===== src/rtl/gfau_pkg.sv =====
// ----------------------------------------------------------------------------
// gfau_pkg
// Types, command codes and GF(2^12) helper functions for the arithmetic unit.
// ----------------------------------------------------------------------------
package gfau_pkg;

	localparam int FIELD_BITS = 12;
	localparam int PROD_BITS  = 2 * FIELD_BITS - 1;
	localparam int HIGH_BITS  = PROD_BITS - FIELD_BITS;
	// The reduction polynomial is x^12 + x^3 + 1, so x^12 folds onto x^3 + 1.
	localparam int POLY_TAP   = 3;
	localparam int FOLD_BITS  = FIELD_BITS + 2;

	typedef logic [FIELD_BITS-1:0] elem_t;
	typedef logic [PROD_BITS-1:0]  prod_t;

	typedef enum logic [1:0] {
		CMD_MUL = 2'd0,
		CMD_SQR = 2'd1,
		CMD_INV = 2'd2,
		CMD_NEQ = 2'd3
	} cmd_t;

	// One beat as it travels down the pipeline.
	typedef struct packed {
		logic  valid;
		cmd_t  cmd;
		elem_t a;
		elem_t p3;
		elem_t acc;
	} pipe_t;

	// Reduces a carry-less product in two folds of the high part.
	function automatic elem_t gf_reduce(prod_t p);
		logic [FOLD_BITS-1:0] hi;
		logic [FOLD_BITS-1:0] t;
		logic [1:0]           h2;
		hi = {3'b000, p[PROD_BITS-1:FIELD_BITS]};
		t  = hi ^ (hi << POLY_TAP) ^ {2'b00, p[FIELD_BITS-1:0]};
		h2 = t[FOLD_BITS-1:FIELD_BITS];
		return t[FIELD_BITS-1:0] ^ {10'b0, h2} ^ {7'b0, h2, 3'b000};
	endfunction

	function automatic elem_t gf_mul(elem_t x, elem_t y);
		prod_t p;
		p = '0;
		for (int i = 0; i < FIELD_BITS; i++) begin
			if (y[i]) begin
				p = p ^ ({{HIGH_BITS{1'b0}}, x} << i);
			end
		end
		return gf_reduce(p);
	endfunction

	// Squaring only spreads the bits apart, so it is a shallow linear map.
	function automatic elem_t gf_sqr(elem_t x);
		prod_t p;
		p = '0;
		for (int i = 0; i < FIELD_BITS; i++) begin
			p[2*i] = x[i];
		end
		return gf_reduce(p);
	endfunction

	// Repeated squaring by a constant count, still one fixed linear map.
	function automatic elem_t gf_sqr_n(elem_t x, int n);
		elem_t r;
		r = x;
		for (int i = 0; i < n; i++) begin
			r = gf_sqr(r);
		end
		return r;
	endfunction

endpackage


===== src/rtl/gfau_front.sv =====
// ----------------------------------------------------------------------------
// gfau_front
// First stage: command decode, the shared multiplier and the inequality mask.
// ----------------------------------------------------------------------------
module gfau_front import gfau_pkg::*; (
	input  logic       clk,
	input  logic       arst_n,
	input  logic       in_valid,
	input  logic [1:0] in_cmd,
	input  elem_t      in_a,
	input  elem_t      in_b,
	output pipe_t      out_s1
);

	cmd_t  cmd;
	elem_t mul_x;
	elem_t mul_y;
	elem_t prod;
	elem_t acc;

	always_comb begin
		cmd   = cmd_t'(in_cmd);
		// Inversion starts with a^2 * a; squaring uses a * a.
		mul_x = (cmd == CMD_INV) ? gf_sqr(in_a) : in_a;
		mul_y = (cmd == CMD_MUL) ? in_b : in_a;
		prod  = gf_mul(mul_x, mul_y);
		if (cmd == CMD_NEQ) begin
			acc = (in_a != in_b) ? '1 : '0;
		end else begin
			acc = prod;
		end
	end

	always_ff @(posedge clk or negedge arst_n) begin
		if (!arst_n) begin
			out_s1 <= '0;
		end else begin
			out_s1.valid <= in_valid;
			out_s1.cmd   <= cmd;
			out_s1.a     <= in_a;
			out_s1.p3    <= prod;
			out_s1.acc   <= acc;
		end
	end

endmodule


===== src/rtl/gfau_mul_stage.sv =====
// ----------------------------------------------------------------------------
// gfau_mul_stage
// One step of the inversion chain: a field multiply and a pipeline register.
// ----------------------------------------------------------------------------
module gfau_mul_stage import gfau_pkg::*; (
	input  logic  clk,
	input  logic  arst_n,
	input  pipe_t in_s,
	input  elem_t mul_x,
	input  elem_t mul_y,
	output pipe_t out_s
);

	elem_t prod;

	// Only an inversion moves on through the chain; other results pass along.
	always_comb begin
		prod = (in_s.cmd == CMD_INV) ? gf_mul(mul_x, mul_y) : in_s.acc;
	end

	always_ff @(posedge clk or negedge arst_n) begin
		if (!arst_n) begin
			out_s <= '0;
		end else begin
			out_s.valid <= in_s.valid;
			out_s.cmd   <= in_s.cmd;
			out_s.a     <= in_s.a;
			out_s.p3    <= in_s.p3;
			out_s.acc   <= prod;
		end
	end

endmodule


===== src/rtl/gfau_out.sv =====
// ----------------------------------------------------------------------------
// gfau_out
// Output register: final squaring of the inversion chain and the strobe.
// ----------------------------------------------------------------------------
module gfau_out import gfau_pkg::*; (
	input  logic  clk,
	input  logic  arst_n,
	input  pipe_t in_s,
	output logic  done,
	output elem_t result
);

	elem_t res_d;

	always_comb begin
		res_d = (in_s.cmd == CMD_INV) ? gf_sqr(in_s.acc) : in_s.acc;
	end

	always_ff @(posedge clk or negedge arst_n) begin
		if (!arst_n) begin
			done <= 1'b0;
		end else begin
			done <= in_s.valid;
		end
	end

	always_ff @(posedge clk) begin
		result <= res_d;
	end

endmodule


===== src/rtl/gf4096_arithmetic_unit_core.sv =====
// ----------------------------------------------------------------------------
// gf4096_arithmetic_unit_core
// Pipelined GF(2^12) unit: multiply, square, invert and inequality mask.
// ----------------------------------------------------------------------------
//
// Channel   Ports                              Handshake
// command   start, cmd, operand_a, operand_b   taken when start is high and busy low
// result    done, result                       one-cycle strobe, cannot be held off
//
// Every beat passes six register stages: the command is taken into the
// first, the result appears with done out of the last, and a new command may
// be issued on every cycle. The length is set by the inversion, which is a
// fixed chain of five field multiplies and one final squaring, one multiply
// per stage. Busy is always low, since nothing downstream can stall the
// pipe. Reset clears the pipeline stages and the done strobe; only the
// result register is left alone.
//
module gf4096_arithmetic_unit_core import gfau_pkg::*; (
	input  logic        clk,
	input  logic        arst_n,
	input  logic        start,
	output logic        busy,
	input  logic [1:0]  cmd,
	input  logic [11:0] operand_a,
	input  logic [11:0] operand_b,
	output logic        done,
	output logic [11:0] result
);

	pipe_t pipe_s1;
	pipe_t pipe_s2;
	pipe_t pipe_s3;
	pipe_t pipe_s4;
	pipe_t pipe_s5;

	// The pipeline never stalls, so a command is always welcome.
	assign busy = 1'b0;

	// Stage one: the multiply or square itself, the mask, or a^3 for inversion.
	gfau_front u_front (
		.clk     (clk),
		.arst_n  (arst_n),
		.in_valid(start),
		.in_cmd  (cmd),
		.in_a    (operand_a),
		.in_b    (operand_b),
		.out_s1  (pipe_s1)
	);

	// Stage two: a^15 = (a^3)^4 * a^3.
	gfau_mul_stage u_stage2 (
		.clk   (clk),
		.arst_n(arst_n),
		.in_s  (pipe_s1),
		.mul_x (gf_sqr_n(pipe_s1.acc, 2)),
		.mul_y (pipe_s1.acc),
		.out_s (pipe_s2)
	);

	// Stage three: a^255 = (a^15)^16 * a^15.
	gfau_mul_stage u_stage3 (
		.clk   (clk),
		.arst_n(arst_n),
		.in_s  (pipe_s2),
		.mul_x (gf_sqr_n(pipe_s2.acc, 4)),
		.mul_y (pipe_s2.acc),
		.out_s (pipe_s3)
	);

	// Stage four: a^1023 = (a^255)^4 * a^3.
	gfau_mul_stage u_stage4 (
		.clk   (clk),
		.arst_n(arst_n),
		.in_s  (pipe_s3),
		.mul_x (gf_sqr_n(pipe_s3.acc, 2)),
		.mul_y (pipe_s3.p3),
		.out_s (pipe_s4)
	);

	// Stage five: a^2047 = (a^1023)^2 * a.
	gfau_mul_stage u_stage5 (
		.clk   (clk),
		.arst_n(arst_n),
		.in_s  (pipe_s4),
		.mul_x (gf_sqr(pipe_s4.acc)),
		.mul_y (pipe_s4.a),
		.out_s (pipe_s5)
	);

	// Output stage: a^4094 = (a^2047)^2, which is zero for a zero input.
	gfau_out u_out (
		.clk   (clk),
		.arst_n(arst_n),
		.in_s  (pipe_s5),
		.done  (done),
		.result(result)
	);

endmodule


===== config.mk =====
export PLATFORM = sky130hd
export DESIGN_NAME = gf4096_arithmetic_unit_core
export DESIGN_NICKNAME = d
export VERILOG_FILES = /design/src/rtl/gfau_pkg.sv /design/src/rtl/gfau_front.sv /design/src/rtl/gfau_mul_stage.sv /design/src/rtl/gfau_out.sv /design/src/rtl/gf4096_arithmetic_unit_core.sv
export SDC_FILE = /design/constraint.sdc
export NUM_CORES = 1
export LEC_CHECK = 0
export ABC_AREA = 1
export BUFFER_PORTS_ARGS = -buffer_cell sky130_fd_sc_hd__buf_2
export CORE_MARGIN = 3
export CORE_UTILIZATION = 47
export CTS_CLUSTER_SIZE = 14
export DETAILED_ROUTE_END_ITERATION = 8
export PLACE_DENSITY_LB_ADDON = 0.3
export SLEW_MARGIN = 15
export SYNTH_ARGS = -nofsm -noshare
export SYNTH_HDL_FRONTEND = slang
export SYNTH_HIERARCHICAL = 1
export SYNTH_SLANG_ARGS = --single-unit

===== constraint.sdc =====
create_clock -name clk -period 2.1 [get_ports clk]
set_input_delay 0.315 -clock clk [delete_from_list [all_inputs] [get_ports clk]]
set_output_delay 0.315 -clock clk [all_outputs]
set_load 0.03 [all_outputs]

Yosys cells after proc, flatten, opt, wreduce, memory -nomap -nowiden
Cells that the tools add are included.
{ "totals": {"regBits": 172, "inputBits": 29, "out_inout_bits": 14, "elab_cells": 221} }
{ "op_classes": {"eq_ne": 8, "n_mux": 69, "n_bitwise": 119, "reduce_logical": 1} }
{ "op_table": {"columns": ["operator", "count"], "rows": [
  ["23-bit 2-to-1 mux", 55],
  ["11-bit by 14-bit bitwise XOR with 14-bit output", 16],
  ["12-bit by 2-bit bitwise XOR with 12-bit output", 16],
  ["12-bit by 5-bit bitwise XOR with 12-bit output", 16],
  ["12-bit 2-to-1 mux", 14],
  ["14-bit by 11-bit bitwise XOR with 14-bit output", 11],
  ["23-bit by 13-bit bitwise XOR with 23-bit output", 5],
  ["23-bit by 14-bit bitwise XOR with 23-bit output", 5],
  ["23-bit by 15-bit bitwise XOR with 23-bit output", 5],
  ["23-bit by 16-bit bitwise XOR with 23-bit output", 5],
  ["23-bit by 17-bit bitwise XOR with 23-bit output", 5],
  ["23-bit by 18-bit bitwise XOR with 23-bit output", 5],
  ["23-bit by 19-bit bitwise XOR with 23-bit output", 5],
  ["23-bit by 20-bit bitwise XOR with 23-bit output", 5],
  ["23-bit by 21-bit bitwise XOR with 23-bit output", 5],
  ["23-bit by 22-bit bitwise XOR with 23-bit output", 5],
  ["23-bit bitwise XOR", 5],
  ["14-bit by 12-bit bitwise XOR with 14-bit output", 5],
  ["2-bit == test (second input constant)", 7],
  ["12-bit != test", 1],
  ["2-bit zero test", 1]
]} }

Logic depth before layout (Yosys ltp)
Gate-level depths: netlist of the first run.
{ "logic_depth": {"depth_word": 44, "depth_mapped": 22, "mapped_depth_nobuf": 21} }

Modules after synthesis
The synthesis of the first run kept the hierarchy.
{ "modules_own_cells": {"columns": ["module", "instances", "cells_each", "area_each_um2", "seq_area_each_um2"], "rows": [
  ["gfau_mul_stage", 4, 602, 3901.2, 975.9],
  ["gfau_front", 1, 842, 4825.9, 975.9],
  ["gf4096_arithmetic_unit_core", 1, 99, 569.3, 0.0],
  ["gfau_out", 1, 55, 493.0, 265.3]
]} }

Worst setup path after synthesis of the first run
OpenSTA, ideal clock, no wires.
{ "synth_timing": {"path_kind": "reg2reg", "from": "register u_stage2/out_s[8] (netlist bit)", "to": "register u_stage3/out_s[3] (netlist bit)", "setup_ns": 0.117, "arrival_time_ns": 1.983, "t_required_ns": 1.983, "setup_slack_ns": 0.000, "path_stages_with_launch": 17, "n_path_buf": 1, "period_less_slack_ns": 2.100, "cell_sequence": "dfrtp_1 xnor2_1 xor2_1 buf_4 nand3_1 nand2_1 nor2_1 nor2_1 nand2_1 nand2_1 nand2_1 nand2_1 nand2_1 nand2_1 nand2_1 nand3_1 nand2_1"} }
{ "synth_between": {"elab_chain_cells": 42, "word_cells_on_any_way": 43, "cone_classes": "mux (12); bitwise (31)"} }
{ "synth_rtl": {"columns": ["item", "line", "rtl"], "rows": [
  ["start, declared", "gfau_mul_stage.sv:11", "output pipe_t out_s"],
  ["11-bit by 14-bit bitwise XOR with 14-bit output", "gfau_pkg.sv:39", "t = hi ^ (hi << POLY_TAP) ^ {2'b00, p[FIELD_BITS-1:0]};"],
  ["14-bit by 11-bit bitwise XOR with 14-bit output", "gfau_pkg.sv:39", null],
  ["12-bit by 2-bit bitwise XOR with 12-bit output", "gfau_pkg.sv:41", "return t[FIELD_BITS-1:0] ^ {10'b0, h2} ^ {7'b0, h2, 3'b000};"],
  ["12-bit by 5-bit bitwise XOR with 12-bit output", "gfau_pkg.sv:41", null],
  ["11-bit by 14-bit bitwise XOR with 14-bit output", "gfau_pkg.sv:39", null],
  ["14-bit by 11-bit bitwise XOR with 14-bit output", "gfau_pkg.sv:39", null],
  ["12-bit by 2-bit bitwise XOR with 12-bit output", "gfau_pkg.sv:41", null],
  ["12-bit by 5-bit bitwise XOR with 12-bit output", "gfau_pkg.sv:41", null],
  ["[27 not listed]", null, null],
  ["23-bit bitwise XOR", "gfau_pkg.sv:49", "p = p ^ ({{HIGH_BITS{1'b0}}, x} << i);"],
  ["23-bit 2-to-1 mux (*)", "gfau_pkg.sv:48", "if (y[i]) begin"],
  ["11-bit by 14-bit bitwise XOR with 14-bit output", "gfau_pkg.sv:39", null],
  ["14-bit by 12-bit bitwise XOR with 14-bit output (*)", "gfau_pkg.sv:39", null],
  ["12-bit by 2-bit bitwise XOR with 12-bit output", "gfau_pkg.sv:41", null],
  ["12-bit by 5-bit bitwise XOR with 12-bit output (*)", "gfau_pkg.sv:41", null],
  ["12-bit 2-to-1 mux (*)", "gfau_mul_stage.sv:18", "prod = (in_s.cmd == CMD_INV) ? gf_mul(mul_x, mul_y) : in_s.acc;"],
  ["named net u_stage3.prod[3]", "gfau_mul_stage.sv:14", "elem_t prod;"],
  ["end, declared", "gfau_mul_stage.sv:11", null]
]} }
The timed path passes the listed nets; every way through them passes the cells marked *.

Final worst setup path of the first run
{ "layout_timing": {"from": "register u_stage3/out_s[2] (netlist bit)", "to": "register u_stage4/out_s[10] (netlist bit)"} }
{ "layout_between": {"elab_chain_cells": 30, "word_cells_on_any_way": 31, "cone_classes": "mux (11); bitwise (20)"} }
{ "layout_rtl": {"columns": ["item", "line"], "rows": [
  ["14-bit by 11-bit bitwise XOR with 14-bit output (*)", "gfau_pkg.sv:39"],
  ["12-bit by 2-bit bitwise XOR with 12-bit output (*)", "gfau_pkg.sv:41"],
  ["12-bit by 5-bit bitwise XOR with 12-bit output (*)", "gfau_pkg.sv:41"],
  ["14-bit by 11-bit bitwise XOR with 14-bit output (*)", "gfau_pkg.sv:39"],
  ["12-bit by 2-bit bitwise XOR with 12-bit output (*)", "gfau_pkg.sv:41"],
  ["12-bit by 5-bit bitwise XOR with 12-bit output (*)", "gfau_pkg.sv:41"],
  ["23-bit by 14-bit bitwise XOR with 23-bit output", "gfau_pkg.sv:49"],
  ["23-bit 2-to-1 mux", "gfau_pkg.sv:48"],
  ["[15 not listed]", null],
  ["23-bit 2-to-1 mux", "gfau_pkg.sv:48"],
  ["23-bit bitwise XOR", "gfau_pkg.sv:49"],
  ["23-bit 2-to-1 mux (*)", "gfau_pkg.sv:48"],
  ["14-bit by 12-bit bitwise XOR with 14-bit output (*)", "gfau_pkg.sv:39"],
  ["12-bit by 2-bit bitwise XOR with 12-bit output (*)", "gfau_pkg.sv:41"],
  ["12-bit by 5-bit bitwise XOR with 12-bit output (*)", "gfau_pkg.sv:41"],
  ["12-bit 2-to-1 mux (*)", "gfau_mul_stage.sv:18"],
  ["named net u_stage4.prod[10]", "gfau_mul_stage.sv:14"],
  ["end, declared", "gfau_mul_stage.sv:11"]
]} }
Marked as above.

==> impl_metrics.toml, run 1 <==
[place]
place_area_mm2 = 0.02295
place.gp.congestion = 0.9298
dpl.cell_count = 4152
hpwl_um = 41390
io_buffer_count = 41

[cells_and_area]
area_growth_pct = 28.10
n_fill_cell = 3820
regArea_mm2 = 0.004265
final_nets = 3685
layout-drive-gt1-share_pct = 27.36
finalInstanceArea_mm2 = 0.02638
finalNonFillerCells = 4255
multi_input_area_mm2 = 0.01589

[drt]
wirelength_um = 60730
ant_nets = 0
dr.pass1.iters = 6
route.detailed.drc = 0
drt_iter0_markers = 1706
viasPerCell = 5.061
wl_per_cell_um = 14.27
num_vias = 21530

[run_status]
violations = "setup timing"
outcome = "finished with violations"

[setup_path]
required_ps = 2430
start_kind = "register"
cp-end-kind = "register"
cp.arrival_ps = 2710
crit_type = "reg2reg"
cp_max_fo = 6

[grt]
grt_antenna_before_repair = 0
grt_pass1_vias = 19940
grt_usage_pct = 24.95
met1_usage_pct = 33.14
grt_overflow = 0
grt_pass1_wl_um = 96370
gr-usage-met3_pct = 3.040
grt_max_degree = 62
use_met2_pct = 41.66
busiest_layer = "met2"

[synth]
synthCells = 3368
syn_area_mm2 = 0.02059
synth.avg_cell_area_um2 = 6.114
syn_nets = 3397
yosys_warnings = 6

[clock_tree]
cts_tree = "done"
h-tree-depth = 4
cts.sinks = 172
clkTransAtPathRegs_ps = 80
cts_buffers = 17
cts-root-buf = "clkbuf_16"
clk_path_buf_depth = 2
clkLatencyLatePin_ps = 450

[floorplanning]
die-width_um = 215.3
start_util_pct = 47.70
dieArea_mm2 = 0.04636
num_rows = 76
die_h_um = 215.3
pin_count = 43
coreArea_mm2 = 0.04317

[sta]
hold_violations = 0
slew_viol_final = 0
period_share_pct = 113.2
period_needed_ps = 2376
final.setup.worst_slack_ps = -276.5
skew_ps = 15.44
max_slew_margin_pct = 58.39
fmax_ghz = 0.4208
setup_viol = 37
max_slew.worst_pin.slew_ps = 624.1
rsz0062_at_grt = "true"

[job]
maxCapViolCount = 0

[min_path]
hold_path.class = "in2reg"
path summary, 6_finish.rpt:
kind	endpoint	startpoint	depth (start not counted)	slack, ps
setup / recovery	u_stage4/out_s[10]$_DFF_PN0_	u_stage3/out_s[2]$_DFF_PN0_	14	-280
hold / removal	u_front/out_s1[28]$_DFF_PN0_	operand_a[4]	1	70
setup reg to reg	u_stage4/out_s[10]$_DFF_PN0_	u_stage3/out_s[2]$_DFF_PN0_	14	-280
hold reg to reg	u_stage2/out_s[27]$_DFF_PN0_	u_front/out_s1[27]$_DFF_PN0_	0	350
max in group asynchronous	u_stage3/out_s[11]$_DFF_PN0_	arst_n	3	1000
min in group asynchronous	u_front/out_s1[38]$_DFF_PN0_	arst_n	2	470
layer usage:
layer  vias to the layer above  part of all wire (%)  routed length [um]
li1                      10740                     -                   -
met1                      9858                    42               25640
met2                       772                    48               28890
met3                       163                   7.0                4259
met4                         0                   3.2                1949
met5                         -                     0                   0
flip-flops by register name, indices dropped and copies added (netlist names):
signal and flops:
u_front/out_s1 39, u_stage4/out_s 27, u_out/done 1, u_out/result 12, u_stage2/out_s 39, u_stage5/out_s 15
u_stage3/out_s 39
critical path: stages, from the launching register on:
cell	delay [ps]
dfrtp_1	440
xor2_1	260
nand2_1	100
nand2_2	110
clkinv_4	120
buf_8	170
nand2_4	70
xor2_2	170
xnor2_1	160
buf_4	180
xnor3_1	250
inv_1	70
nand2_1	50
nand3_1	60
nand2_1	50
repair_timing:
action,in CTS,in global routing
gates cloned,2,6
buffers inserted,27,34
pin swaps,105,232
endpoints found under the setup margin,44,59
gates resized for setup,147,402
hold buffers,2,0
hold endpoints to repair,56,0
area by class of cell:
class,count,area share (%)
Multi-Input combinational cell,2723,60.25
Tap cell,585,2.775
Clock inverter,15,0.7921
Antenna cell,1,0.009487
Inverter,333,4.800
Sequential cell,172,16.17
Clock buffer,17,1.613
Timing Repair Buffer,409,13.59
layout by cell type (no fill, tap or decap), types with 33 or more instances in the layout:
master / instances
xnor2_2: 80
buf_2: 40
nand2_1: 1438
xor2_2: 33
dfrtp_1: 143
nand2_4: 37
buf_4: 290
inv_1: 300
nand3_2: 74
nor2_1: 63
xnor2_1: 179
buf_6: 40
xor2_1: 149
nand3_1: 285
nand3b_1: 36
nand2_2: 236
metrics by stage:
| step | TNS, ps | util (%) | hold slack [ps] | worst slack [ps] |
|---|---|---|---|---|
| 6_report | -3625 | 61.10 | 68.84 | -276.5 |
| 5_1_grt | -10640 | 61.09 | 44.47 | -356.2 |
| 4_1_cts | -595.6 | 56.52 | 42.70 | -60.20 |
| 3_5_place_dp | -8209 | 53.15 | 334.7 | -267.1 |
| 3_3_place_gp | -6583 | 53.15 | 331.3 | -214.6 |
| 2_1_floorplan | 0 | - | 19.41 | 1.427 |
Power of run 1 is left out: the tool's default activity adds up to more than one toggle a clock period on the data nets, which glitch-free logic cannot reach.
==> inputs of run 2 (changes only) <==
Settings changed: CORE_MARGIN 3 to not set.
Clock period 2.1 ns to 2.9 ns, I/O delays scaled along.
==> run 2 against run 1 <==
Effect of this change:
- the run ends with hold timing left
- count of clock-buffer cells in the layout stayed put
- cell count is 6.2% lower
- non-clock buffer count is 262 lower
- routed wire length is 12% lower
- clock skew is 1.7 ps lower
- hold slack worse by 74 ps
- critical path depth stayed put
- flip-flop and latch count stayed put
- die area is 3.7% lower
- worst setup slack better by 630 ps
- register-to-register slack better by 630 ps
==> impl_metrics.toml, run 2 (synthesized netlist as in run 1, its figures left out) <==
[run_status]
outcome = "finished with violations"
violations = "hold timing"

[drt]
dr_wl_met3_um = 3395
dr.pass1.iters = 6
viasPerCell = 4.990
route.met2.wl_um = 24500
top_layer = "met4"
wl_per_cell_um = 13.40
ant_nets = 0
num_vias = 19920
drt_iter0_markers = 1532
wl_met1_um = 24270
wirelength_um = 53480
route.detailed.drc = 0

[setup_path]
cp_max_fo = 11
ff2ff_path_depth = 14
cp-end-kind = "register"
crit_type = "reg2reg"
required_ps = 3230
cp.arrival_ps = 2870
start_kind = "register"

[sta]
setup_viol = 0
skew_ps = 13.79
slew_viol_final = 0
rsz0062_at_grt = "false"
max_slew_margin_pct = 47.85
max_slew.worst_pin.slew_ps = 774.1
fmax_ghz = 0.3926
hold_violations = 11
period_needed_ps = 2547
whs_ps = -5.646
setup-tns-final_ps = 0
period_share_pct = 87.84

[floorplanning]
coreArea_mm2 = 0.04317
pin_count = 43
die_h_um = 211.3
start_util_pct = 47.70
die-width_um = 211.3
dieArea_mm2 = 0.04465
num_rows = 76

[clock_tree]
cts_buffers = 17
cts.sinks = 172
cts-root-buf = "clkbuf_16"
post-cts-setup-buffers = 0
clkLatencyLatePin_ps = 450
clk_path_buf_depth = 2
h-tree-depth = 4
cts_tree = "done"
clkTransAtPathRegs_ps = 80

[cells_and_area]
mostFrequentLayoutCell = "nand2_1"
diodes = 0
layout_common_cells = "1,651 x nand2_1, 357 x nand3_1, 329 x inv_1, 232 x xnor2_1, 176 x xor2_1"
area_growth_pct = 6.058
final_nets = 3423
reg_top3 = "u_front/out_s1: 39 flops, u_stage2/out_s: 39 flops, u_stage3/out_s: 39 flops"
layout-drive-gt1-share_pct = 9.246

[grt]
grt_max_degree = 75
grt_usage_pct = 24.61
grt_overflow = 0
grt_pass1_vias = 18070
grt_pass1_wl_um = 88930
grt_antenna_before_repair = 0

[place]
hpwl_um = 38450
io_buffer_count = 41
place.gp.congestion = 0.9231

[job]
maxCapViolCount = 0

[min_path]
hold_path.class = "in2async"
[run 2: cell types whose count changed in the layout (fill, tap and decap cells not counted), moves of 24 or more]
cell	previous run	this run
nand3_1	285	357
xnor2_1	179	232
inv_2	27	3
xor2_2	33	9
inv_1	300	329
nand2_4	37	3
buf_6	40	1
nand2_1	1438	1651
buf_12	28	1
xor2_1	149	176
nand2_2	236	58
nand3_2	74	5
xnor2_2	80	37
buf_4	290	105
[run 2: cell type report]
class,count,area (um2)
Clock inverter,15,206.4
Inverter,333,1250
Timing Repair Buffer,147,1020
Clock buffer,17,425.4
Tap cell,585,732.0
Sequential cell,172,4244
Fill cell,4495,21330
Multi-Input combinational cell,2723,13960
[run 2: what timing repair did]
action,CTS,global route
gates resized for setup,0,1
hold buffers,0,0
setup endpoints to repair,0,1
[run 2: per-layer routing]
layer / up-vias / global-route usage, %
met1: 8953 / 33.11
met3: 93 / 2.700
met2: 644 / 41.02
met5: - / 0
met4: 0 / 8.171
li1: 10230 / -
[run 2: final timing paths]
path,to,slack (ps),start
setup reg to reg,u_stage4/out_s[9]$_DFF_PN0_,350,u_stage3/out_s[2]$_DFF_PN0_
min in group clk,u_front/out_s1[38]$_DFF_PN0_,110,start
max in group asynchronous,u_front/out_s1[3]$_DFF_PN0_,2190,arst_n
setup / recovery,u_stage4/out_s[9]$_DFF_PN0_,350,u_stage3/out_s[2]$_DFF_PN0_
hold reg to reg,u_stage2/out_s[34]$_DFF_PN0_,340,u_front/out_s1[34]$_DFF_PN0_
hold / removal,u_stage3/out_s[29]$_DFF_PN0_,-6,arst_n
[run 2: stage by stage]
step	cells	hold slack (ps)	cell area [um2]	util (%)	worst slack, ps
global route	3992	35.76	21840	50.59	92.21
floorplan	3368	139.4	20590	-	697.1
finish	3992	-5.646	21840	50.59	352.7
detailed placement	3960	334.7	21210	49.12	99.37
CTS	3992	9.001	21840	50.58	236.8
global placement	3960	331.4	21210	49.12	134.0
[run 2: worst max-delay path, cell delays in order, from the launching register on]
cell     delay, ps
dfrtp_1        420
xor2_1         170
nand2_1         60
nand2_1         50
inv_1          360
buf_4          240
nand2_2         80
xnor2_2        200
xor2_1         180
nand2_1        100
nand2_2        110
nand2_1         80
nand3_1         90
nand2_1         50
o21ai_1        240
Power of run 2 is left out for the same reason.
==> inputs of run 3 (changes only) <==
Settings changed: SETUP_SLACK_MARGIN set to 0.05.
Clock period 2.9 ns to 2.8 ns, I/O delays scaled along.
==> run 3 against run 2 <==
Effect of this change:
- the run now ends clean
- fmax is 3.6% higher
- worst setup slack got worse by 12 ps
- flip-flop and latch count stayed put
- global-route usage fell by 0.060 points
- sequential share of layout area fell by 0.13 points
==> impl_metrics.toml, run 3 (synthesized netlist as in run 1, its figures left out) <==
[clock_tree]
clk_path_buf_depth = 2
cts_tree = "done"
cts.sinks = 172
h-tree-depth = 4
cts-root-buf = "clkbuf_16"
cts_buffers = 17
clkTransAtPathRegs_ps = 70
clkLatencyLatePin_ps = 450

[cells_and_area]
layout_common_cells = "1,651 x nand2_1, 357 x nand3_1, 327 x inv_1, 232 x xnor2_1, 176 x xor2_1"
area_growth_pct = 6.750
mostFrequentLayoutCell = "nand2_1"
diodes = 0
final_nets = 3435
layout-drive-gt1-share_pct = 9.567
reg_top3 = "u_front/out_s1: 39 flops, u_stage2/out_s: 39 flops, u_stage3/out_s: 39 flops"
finalNonFillerCells = 4003

[grt]
grt_antenna_before_repair = 0
grt_pass1_vias = 18130
grt_pass1_wl_um = 88580
grt_usage_pct = 24.55
grt_overflow = 0
grt_max_degree = 59

[sta]
rsz0062_at_grt = "true"
hold_violations = 0
slew_viol_final = 0
fmax_ghz = 0.4066
setup-tns-final_ps = 0
period_needed_ps = 2459
max_slew_margin_pct = 52.82
setup_viol = 0
period_share_pct = 87.83
skew_ps = 12.67
max_slew.worst_pin.slew_ps = 707.6

[drt]
num_vias = 19870
dr.pass1.iters = 6
route.detailed.drc = 0
wirelength_um = 53340
ant_nets = 0
wl_per_cell_um = 13.32
viasPerCell = 4.964
drt_iter0_markers = 1603

[floorplanning]
pin_count = 43
die_h_um = 211.3
dieArea_mm2 = 0.04465
coreArea_mm2 = 0.04317
start_util_pct = 47.70
die-width_um = 211.3
num_rows = 76

[setup_path]
cp.arrival_ps = 2770
cp_max_fo = 10
required_ps = 3110
ff2ff_path_depth = 19
crit_type = "reg2reg"
r2r_slack_ps = 340
r2r_end = "u_stage4/out_s[3]$_DFF_PN0_"
cp-end-kind = "register"
start_kind = "register"
r2r_start = "u_stage3/out_s[7]$_DFF_PN0_"
setup.worst_path.start = "u_stage3/out_s[7]$_DFF_PN0_"
critPathCapture = "u_stage4/out_s[3]$_DFF_PN0_"

[min_path]
hold_start = "start"
hold_path.class = "in2reg"

[place]
dpl.cell_count = 3971
place.gp.congestion = 0.9183
hpwl_um = 38940
io_buffer_count = 41

[run_status]
outcome = "completed"

[job]
maxCapViolCount = 0
==> run 3: cell types whose count changed in the layout (fill, tap and decap cells not counted), sizes merged <==
cell and change:
buf +11, bufinv +2, clkinv -3, clkinvlp +2, dlygate4sd3 +1, inv -2
==> run 3: worst min path at each step <==
stage               slack, ps  cells after the start                           end
CTS                        80                      1  u_front/out_s1[38]$_DFF_PN0_
global route               70                      1  u_front/out_s1[38]$_DFF_PN0_
finish                    100                      1  u_front/out_s1[38]$_DFF_PN0_
detailed placement        330                      0  u_stage2/out_s[28]$_DFF_PN0_
global placement          330                      0  u_stage4/out_s[27]$_DFF_PN0_
floorplan                 120                      0   u_front/out_s1[0]$_DFF_PN0_
==> run 3: metal layers <==
layer | up-vias | track usage, % | wire length [um]
met1 | 8912 | 32.55 | 24060
li1 | 10240 | - | -
met5 | - | 0 | 0
met2 | 618 | 41.52 | 24590
met4 | 0 | 7.896 | 1265
met3 | 100 | 2.833 | 3417
==> run 3: area by class of cell <==
class | count | area (um2)
Inverter | 333 | 1257
Clock buffer | 17 | 425.4
Clock inverter | 14 | 198.9
Sequential cell | 172 | 4244
Multi-Input combinational cell | 2723 | 13960
Fill cell | 4428 | 21190
Tap cell | 585 | 732.0
Timing Repair Buffer | 159 | 1162
==> run 3: timing repair <==
item | 4_1_cts | 5_1_grt
endpoints found under the setup margin | 0 | 2
buffers inserted | 0 | 0
hold buffers | 1 | 0
hold endpoints to repair | 56 | 0
resized for setup | 0 | 3
==> run 3: per-stage QoR <==
stage / cell area [um2] / hold WS [ps] / util, % / worst slack (ps)
floorplan: 20590 / 124.4 / - / 612.1
global placement: 21340 / 331.6 / 49.43 / 211.3
detailed placement: 21340 / 334.7 / 49.43 / 172.5
CTS: 21970 / 76.08 / 50.90 / 285.8
global route: 21980 / 71.62 / 50.92 / 0.3264
finish: 21980 / 98.79 / 50.92 / 340.7
==> run 3: worst max-delay path: stages (launching register included) <==
cell and delay, ps:
dfrtp_1 450, xor2_1 190, nand2_1 60, nand2_1 50, inv_1 300, nand2_1 150
nand2_1 130, inv_1 40, nor2_1 70, nand2_1 70, nand2_1 50, nand2_1 40
nand2_1 140, nand2_1 90, nand2_1 100, nand3_1 100, nand2_1 70, nand2_1 50
nand3_1 80, nand2_1 100
Power of run 3 is left out for the same reason.
